==> src/sv/ncpd_pkg.sv <==
// ncpd_pkg: shared constants and codes for the nearest constellation point demapper
// no dependencies; used by the top level and its checker
package ncpd_pkg;

    localparam int MAX_POINTS = 64;
    localparam int IDX_W      = $clog2(MAX_POINTS);
    localparam int CNT_W      = IDX_W + 1;
    localparam int COORD_W    = 16;
    localparam int DIFF_W     = COORD_W + 1;
    localparam int SQ_W       = 2 * COORD_W;
    localparam int DIST_W     = 2 * COORD_W + 1;
    localparam int ENTRY_W    = 2 * COORD_W;

    localparam logic [CNT_W-1:0]  POINTS_RESET = CNT_W'(4);
    localparam logic [CNT_W-1:0]  POINTS_MAX   = CNT_W'(MAX_POINTS);
    localparam logic [DIST_W-1:0] DIST_INF     = '1;

    typedef enum logic {
        OP_LOAD  = 1'b0,
        OP_DEMAP = 1'b1
    } op_t;

endpackage

==> src/sv/nearest_constellation_point_demapper_unit.sv <==
// nearest_constellation_point_demapper_unit: table-based minimum distance demapper
// depends on ncpd_pkg
// a load word writes one point table entry; a demap word scans n points, from acceptance
// to a registered result, one table read per cycle from the point memory
// the next word is accepted the cycle after the result is registered, even if it waits
// reset clears control state and sets points_in_use to 4; the point table is not cleared
module nearest_constellation_point_demapper_unit (
    input  logic                                  clk,
    input  logic                                  rst_n,
    input  logic                                  cfg_we,
    input  logic [ncpd_pkg::CNT_W-1:0]            cfg_wdata,
    input  logic                                  in_valid,
    output logic                                  in_stall,
    input  logic                                  op,
    input  logic [ncpd_pkg::IDX_W-1:0]            point_index,
    input  logic signed [ncpd_pkg::COORD_W-1:0]   point_i,
    input  logic signed [ncpd_pkg::COORD_W-1:0]   point_q,
    input  logic signed [ncpd_pkg::COORD_W-1:0]   sample_in_phase,
    input  logic signed [ncpd_pkg::COORD_W-1:0]   sample_quadrature,
    output logic                                  out_valid,
    input  logic                                  out_stall,
    output logic [ncpd_pkg::IDX_W-1:0]            symbol,
    output logic [ncpd_pkg::DIST_W-1:0]           best_distance,
    output logic [ncpd_pkg::DIST_W-1:0]           second_distance
);

    typedef enum logic [1:0] {
        ST_IDLE,
        ST_SCAN,
        ST_DRAIN,
        ST_DONE
    } state_t;

    state_t state_reg;
    logic [ncpd_pkg::CNT_W-1:0] points_in_use_reg;

    logic [ncpd_pkg::ENTRY_W-1:0] mem [ncpd_pkg::MAX_POINTS];
    logic [ncpd_pkg::ENTRY_W-1:0] rd_data_reg;

    logic [ncpd_pkg::IDX_W-1:0] addr_reg;
    logic [ncpd_pkg::IDX_W-1:0] last_addr_reg;
    logic signed [ncpd_pkg::COORD_W-1:0] si_reg;
    logic signed [ncpd_pkg::COORD_W-1:0] sq_reg;

    logic v1_reg, v2_reg, v3_reg;
    logic last1_reg, last2_reg, last3_reg;
    logic [ncpd_pkg::IDX_W-1:0] idx1_reg, idx2_reg, idx3_reg;

    logic signed [ncpd_pkg::DIFF_W-1:0] di_reg, dq_reg;
    logic [ncpd_pkg::SQ_W-1:0] sqi_reg, sqq_reg;

    logic seen_reg;
    logic [ncpd_pkg::IDX_W-1:0]  best_sym_reg;
    logic [ncpd_pkg::DIST_W-1:0] best_reg, second_reg;

    logic out_valid_reg;
    logic [ncpd_pkg::IDX_W-1:0]  symbol_reg;
    logic [ncpd_pkg::DIST_W-1:0] nearest_reg, next_reg;

    logic in_accept;
    logic op_is_demap;
    logic [ncpd_pkg::CNT_W-1:0] npts;
    logic [ncpd_pkg::CNT_W-1:0] npts_m1;
    logic rd_issue;
    logic signed [ncpd_pkg::DIFF_W-1:0] di_next, dq_next;
    logic signed [2*ncpd_pkg::DIFF_W-1:0] sqi_full, sqq_full;
    logic [ncpd_pkg::DIST_W-1:0] cand_dist;
    logic out_free;

    assign in_stall    = (state_reg != ST_IDLE);
    assign in_accept   = in_valid && !in_stall;
    assign op_is_demap = (op == ncpd_pkg::OP_DEMAP);
    assign npts        = (points_in_use_reg > ncpd_pkg::POINTS_MAX) ? ncpd_pkg::POINTS_MAX
                                                                     : points_in_use_reg;
    assign npts_m1     = npts - ncpd_pkg::CNT_W'(1);
    assign rd_issue    = (state_reg == ST_SCAN);
    assign out_free    = !out_valid_reg || !out_stall;

    assign di_next = ncpd_pkg::DIFF_W'(si_reg)
                   - ncpd_pkg::DIFF_W'($signed(rd_data_reg[ncpd_pkg::ENTRY_W-1:ncpd_pkg::COORD_W]));
    assign dq_next = ncpd_pkg::DIFF_W'(sq_reg)
                   - ncpd_pkg::DIFF_W'($signed(rd_data_reg[ncpd_pkg::COORD_W-1:0]));
    assign sqi_full  = di_reg * di_reg;
    assign sqq_full  = dq_reg * dq_reg;
    assign cand_dist = ncpd_pkg::DIST_W'(sqi_reg) + ncpd_pkg::DIST_W'(sqq_reg);

    assign out_valid       = out_valid_reg;
    assign symbol          = symbol_reg;
    assign best_distance   = nearest_reg;
    assign second_distance = next_reg;

    // point memory, one write and one registered read per cycle
    always_ff @(posedge clk)
    begin
        if (in_accept && !op_is_demap)
        begin
            mem[point_index] <= {point_i, point_q};
        end
        if (rd_issue)
        begin
            rd_data_reg <= mem[addr_reg];
        end
    end

    // distance datapath
    always_ff @(posedge clk)
    begin
        if (in_accept && op_is_demap)
        begin
            si_reg        <= sample_in_phase;
            sq_reg        <= sample_quadrature;
            last_addr_reg <= npts_m1[ncpd_pkg::IDX_W-1:0];
        end
        idx1_reg  <= addr_reg;
        last1_reg <= (addr_reg == last_addr_reg);
        idx2_reg  <= idx1_reg;
        last2_reg <= last1_reg;
        di_reg    <= di_next;
        dq_reg    <= dq_next;
        idx3_reg  <= idx2_reg;
        last3_reg <= last2_reg;
        sqi_reg   <= sqi_full[ncpd_pkg::SQ_W-1:0];
        sqq_reg   <= sqq_full[ncpd_pkg::SQ_W-1:0];
    end

    always_ff @(posedge clk or negedge rst_n)
    begin
        if (!rst_n)
        begin
            state_reg         <= ST_IDLE;
            points_in_use_reg <= ncpd_pkg::POINTS_RESET;
            addr_reg          <= '0;
            v1_reg            <= 1'b0;
            v2_reg            <= 1'b0;
            v3_reg            <= 1'b0;
            seen_reg          <= 1'b0;
            best_sym_reg      <= '0;
            best_reg          <= ncpd_pkg::DIST_INF;
            second_reg        <= ncpd_pkg::DIST_INF;
            out_valid_reg     <= 1'b0;
            symbol_reg        <= '0;
            nearest_reg       <= '0;
            next_reg          <= '0;
        end
        else
        begin
            if (cfg_we)
            begin
                points_in_use_reg <= cfg_wdata;
            end

            if (out_valid_reg && !out_stall && state_reg != ST_DONE)
            begin
                out_valid_reg <= 1'b0;
            end

            v1_reg <= rd_issue;
            v2_reg <= v1_reg;
            v3_reg <= v2_reg;

            // running best and second best
            if (v3_reg)
            begin
                if (!seen_reg || cand_dist < best_reg)
                begin
                    if (seen_reg)
                    begin
                        second_reg <= best_reg;
                    end
                    best_reg     <= cand_dist;
                    best_sym_reg <= idx3_reg;
                    seen_reg     <= 1'b1;
                end
                else if (cand_dist < second_reg)
                begin
                    second_reg <= cand_dist;
                end
            end

            unique case (state_reg)
                ST_IDLE:
                begin
                    if (in_accept && op_is_demap)
                    begin
                        addr_reg     <= '0;
                        seen_reg     <= 1'b0;
                        best_sym_reg <= '0;
                        best_reg     <= ncpd_pkg::DIST_INF;
                        second_reg   <= ncpd_pkg::DIST_INF;
                        state_reg    <= (npts == '0) ? ST_DONE : ST_SCAN;
                    end
                end
                ST_SCAN:
                begin
                    addr_reg <= addr_reg + ncpd_pkg::IDX_W'(1);
                    if (addr_reg == last_addr_reg)
                    begin
                        state_reg <= ST_DRAIN;
                    end
                end
                ST_DRAIN:
                begin
                    if (v3_reg && last3_reg)
                    begin
                        state_reg <= ST_DONE;
                    end
                end
                ST_DONE:
                begin
                    if (out_free)
                    begin
                        out_valid_reg <= 1'b1;
                        symbol_reg    <= best_sym_reg;
                        nearest_reg   <= best_reg;
                        next_reg      <= second_reg;
                        state_reg     <= ST_IDLE;
                    end
                end
                default:
                begin
                    state_reg <= ST_IDLE;
                end
            endcase
        end
    end

endmodule

==> config.mk <==
export PLATFORM = sky130hd
export DESIGN_NAME = nearest_constellation_point_demapper_unit
export DESIGN_NICKNAME = d
export VERILOG_FILES = /design/src/sv/ncpd_pkg.sv /design/src/sv/nearest_constellation_point_demapper_unit.sv
export SDC_FILE = /design/constraint.sdc
export NUM_CORES = 2
export LEC_CHECK = 0
export BUFFER_PORTS_ARGS = -buffer_cell sky130_fd_sc_hd__buf_2
export CAP_MARGIN = 15
export CORE_MARGIN = 2
export CORE_UTILIZATION = 57
export CTS_CLUSTER_SIZE = 25
export DETAILED_ROUTE_END_ITERATION = 16
export GPL_TIMING_DRIVEN = 0
export MAX_ROUTING_LAYER = met4
export PLACE_DENSITY = 0.73
export SLEW_MARGIN = 15
export SYNTH_ARGS = -nofsm -noshare
export SYNTH_HDL_FRONTEND = slang
export SYNTH_SLANG_ARGS = --single-unit
==> constraint.sdc <==
create_clock -name clk -period 7.5 [get_ports clk]
set_input_delay 0.375 -clock clk [delete_from_list [all_inputs] [get_ports clk]]
set_output_delay 0.375 -clock clk [all_outputs]
set_load 0.03 [all_outputs]
# --- Word level (Yosys, flattened, before mapping) ---
# Memories as Yosys holds them, arrays and structs flattened. A register that Yosys moved wholly into a read port is not among the register bits.
# Index checks and enable logic that the tools add are counted.
totals:
  ff_bits: 321
  ram_bits: 2048
  inputBits: 83
  output_inout_bits: 74
  mem_count: 1
mem_list:
  columns: ["name", "depth", "word_bits", "rd", "rd_clocked_by_memory_dff", "wr", "line", "rtl"]
  rows:
  - ["mem", 64, 32, 1, 1, 1, "nearest_constellation_point_demapper_unit.sv:37", "logic [ncpd_pkg::ENTRY_W-1:0] mem [ncpd_pkg::MAX_POINTS];"]
classes:
  addsub: 5
  multipliers: 2
  n_lt_le_gt_ge: 3
  n_eq_ne: 9
  n_mux: 32
  reduce_logical: 20
ops:
  columns: ["operator", "n"]
  rows:
  - ["2-to-1 mux 33 bit", 10]
  - ["< comparator 33 bit", 2]
  - ["multiplier 17 x 17 -> 32 bit", 2]
  - ["subtractor 16 x 16 -> 17 bit", 2]
  - ["adder 32 x 32 -> 33 bit", 1]
  - ["2-to-1 mux 6 bit", 5]
  - ["case mux 6 bit (2 select lines)", 1]
  - ["2-to-1 mux 2 bit", 5]
  - ["2-to-1 mux 1 bit", 9]
  - ["!= test 2 bit, second input constant", 4]
  - ["case mux 2 bit (4 select lines)", 1]
  - ["> comparator 7 bit, second input constant", 1]
  - ["zero test 7 bit", 1]
  - ["2-to-1 mux 7 bit", 1]
  - ["adder 6 x 1 -> 6 bit, second input constant", 1]
  - ["equality test 6 bit", 1]
  - ["logical AND 1 bit", 6]
  - ["subtractor 6 x 1 -> 6 bit, second input constant", 1]
  - ["zero test 1 bit", 5]
  - ["equality test 2 bit, second input constant", 2]
  - ["AND reduction 2 bit", 2]
  - ["AND reduction 4 bit", 1]
  - ["nonzero test 2 bit", 2]
  - ["equality test 2 x 1 -> 1 bit, second input constant", 1]
  - ["3 further kinds", 4]

# --- Depth between registers and ports, before layout ---
logic_depth:
  depth_word: 7
  depth_mapped: 25
  depth_no_buf: 24

# --- Worst setup path after synthesis ---
# No wires, ideal clock.
synth_path:
  kind: "reg2reg"
  startpoint: "reg di_reg[16] in the netlist's numbering"
  endpoint: "reg sqi_reg[31] in the netlist's numbering"
  setup_time_ps: 72
  t_arrival_ps: 6087
  required_ps: 7428
  slack_ps: 1341
  stages_incl_launch_ff: 22
  n_path_buf: 2
  synth_period_minus_slack_ps: 6159
  path_cell_list: "dfxtp_1 -> clkbuf_1 -> clkbuf_1 -> nand2_1 -> inv_1 -> fa_1 -> inv_1 -> fa_1 -> inv_1 -> fa_1 -> fa_1 -> fa_1 -> fa_1 -> ha_1 -> a21o_1 -> a21o_1 -> a211oi_1 -> nand2_1 -> a211oi_1 -> o31ai_1 -> a21oi_1 -> xor2_1"
synth_between:
  elab_chain_len: 1
synth_rtl:
  columns: ["item", "line", "rtl"]
  rows:
  - ["start, declared", "nearest_constellation_point_demapper_unit.sv:49", "logic signed [ncpd_pkg::DIFF_W-1:0] di_reg, dq_reg;"]
  - ["start signal, assigned", "nearest_constellation_point_demapper_unit.sv:118", "di_reg <= di_next;"]
  - ["multiplier 17 x 17 -> 32 bit", "nearest_constellation_point_demapper_unit.sv:83", "assign sqi_full = di_reg * di_reg;"]
  - ["named net sqi_full, one bit", "nearest_constellation_point_demapper_unit.sv:66", "logic signed [2*ncpd_pkg::DIFF_W-1:0] sqi_full, sqq_full;"]
  - ["end signal, assigned", "nearest_constellation_point_demapper_unit.sv:122", "sqi_reg <= sqi_full[ncpd_pkg::SQ_W-1:0];"]
  - ["end, declared", "nearest_constellation_point_demapper_unit.sv:50", "logic [ncpd_pkg::SQ_W-1:0] sqi_reg, sqq_reg;"]
# The timed path passes the listed nets, and every way through them passes these cells.
# A chain may end at the register's enable or synchronous reset.

# --- Final worst setup path ---
# Ends and elaborated chain as after synthesis.

==> flow_summary.ini <==
[run_status]
status = finished clean

[die]
coreArea_um2 = 195000
rows = 162
start_util_pct = 57.4
die_w_um = 447
die-area_um2 = 200000
die_h_um = 447
io_pins = 157

[synth]
synthDistinctLibCells = 78
synthCells = 6364
ys_top_cells_by_area = edfxtp_1 57%, mux4_2 14%, fa_1 9.2%
synth_top_area_share_pct = 56.8
syn_area_um2 = 112000
ys_async_sr_fraction_pct = 6.84
syn_area_per_cell_um2 = 17.6
yosysSeqAreaShare_pct = 62.6
ys.warnings.count = 0
syn_nets = 7265
yosysMostFrequentCell = edfxtp_1
ys_top_cells_by_count = 2118 x edfxtp_1, 833 x inv_1, 672 x mux4_2
ys.flop_type = edfxtp_1
synth_seq_cells = 2399
synth_top_area_cell = edfxtp_1
synth_edf_count = 2118

[layout]
finalInstanceArea_um2 = 127000
n_fill_cell = 13000
layout-drive-gt1-share_pct = 21.9
top_register = mem
largest_register_ff_count = 2048
fin_util_pct = 65.0
final_nets = 7779
syn2layout_area_growth_pct = 13.2
instances_no_fill = 9726

[setup_path]
crit_start = di_reg[16]$_DFF_P_
critPathLaunchType = register
worstSetupPathType = reg2reg
crit_arrival_ps = 7930
setup.worst_path.end_class = register
reg2reg_slack_ps = 280
path_max_fanout = 10
regToRegStartpoint = di_reg[16]$_DFF_P_
crit_required_ps = 8210

[grt]
antenna_found_initial = 32
track_usage_pct = 32.4
grt_pass1_vias = 63600
overflow = 0
grt_pass1_wl_um = 443000
grt_max_degree = 105

[route]
vias_per_cell = 6.28
wl_per_cell_um = 31.5
remaining_drc_errors = 0
dr.first_iter.drc_count = 7446
dr.pass1.iters = 6
wl_um = 306000
ant_nets = 0
via_count = 61100

[cts]
root_buffer = clkbuf_16
cts_num_sinks = 2399
cts_tree = done
ctsLongestPathBuffers = 3
cts-htree-levels = 4
clk_pin_slew_ps = 60
cts_buffers = 230
clk-insertion-delay-late_ps = 930

[timing]
tns_ps = 0
max_slew_margin_pct = 13.5
finalCritPeriodShare_pct = 96.3
worst-slew-pin-transition_ps = 1300
final_hold_viol_count = 0
setup_viol = 0
layout_min_cycle_time_ps = 7220
rsz0062_at_grt = no
fin_skew_ps = 116
fmax_mhz = 138
slew_violations = 0

[worst_hold_path]
hp-start = point_i[13]
hp-class = in2reg

[place]
hpwl_um = 203000
gp_congestion = 0.934
place_area_um2 = 118000
port_buffers = 152
placed_cells = 9219

[run]
max-cap-violations = 0
[critical path, cell delays in order, from the launching register on]
cell and delay [ps]:
dfxtp_1 410, clkbuf_2 270, clkbuf_1 280, and2_1 220
fa_1 700, inv_1 170, fa_2 770, inv_1 140
fa_1 470, fa_1 570, fa_1 430, fa_1 450
ha_1 360, a21o_1 190, a21o_1 200, a211oi_2 320
nand2_1 140, a211oi_2 300, o31ai_1 140, a21oi_1 190
xor2_1 380
[routing by layer]
layer	track usage, %	wire length [um]	vias to the layer above
met5	-	0	-
met4	16.4	18600	0
met3	7.09	31500	764
met2	51.0	150000	3682
met1	40.1	106000	31900
li1	-	-	24800
[cells in the final DEF (no fill, tap or decap), types with 43 or more instances in the layout]
cell type / instances
dfstp_2: 67
o21ai_0: 65
buf_2: 160
a21oi_1: 119
nor2_4: 64
clkbuf_1: 189
nand2_1: 313
xnor2_1: 113
and2_1: 115
dlygate4sd3_1: 49
nor2_1: 91
inv_1: 833
dfrtp_1: 97
mux4_2: 672
clkbuf_16: 230
ha_1: 304
buf_16: 50
clkinv_1: 55
nor2b_1: 43
edfxtp_1: 2118
mux2_2: 81
dfxtp_1: 117
fa_1: 512
[final timing paths]
path,end,cells after the start
max,sqi_reg[31]$_DFF_P_,20
min,mem[3][29]$_DFFE_PP_,1
max reg2reg,sqi_reg[31]$_DFF_P_,20
min reg2reg,idx2_reg[3]$_DFF_P_,0
max in group asynchronous,best_reg[23]$_DFF_PN1_,3
min in group asynchronous,best_distance[7]$_DFFE_PN0P_,2
[cells by family (layout without fill, tap and decap cells)]
kind of cell    count (synthesis)  in the layout  synth area share [%]
flops                        2399           2399                  62.6
buf+inv                      1075           1788                  3.70
fa+ha+maj                     818            818                  12.6
simple gates                  766            766                  3.20
mux                           755            755                  14.3
compound gates                403            403                  2.39
xor+xnor                      148            148                  1.16
other cells                     0             25                     0
[through the flow]
| stage | worst slack [ps] | hold slack (ps) |
|---|---|---|
| final | 279 | 2.01 |
| after global routing | 7.90 | 25.5 |
| after detailed placement | -277 | 312 |
| after floorplan | 1340 | 79.4 |
| after CTS | 24.4 | 29.4 |
| after global placement | -310 | 311 |
[layout make-up]
type	count	area [um2]	share of cell area (%)
well taps	2624	3280	2.59
flip-flops and latches	2399	70100	55.3
diodes	25	62.6	0.0494
inverters	834	3130	2.47
plain buffers	241	1050	0.830
repair buffers	282	3310	2.61
clock buffers	294	6040	4.76
clock inverters	137	1550	1.22
multi-input cells	2890	38200	30.1
[what timing repair did]
action,4_1_cts,5_1_grt
hold buffers,48,1
hold endpoints to repair,160,16
buffers inserted,0,0
resized for setup,7,42
setup endpoints to repair,3,5
Power is not shown: default switching activity piles up to over one toggle a cycle in this logic, so the estimate is an artifact.
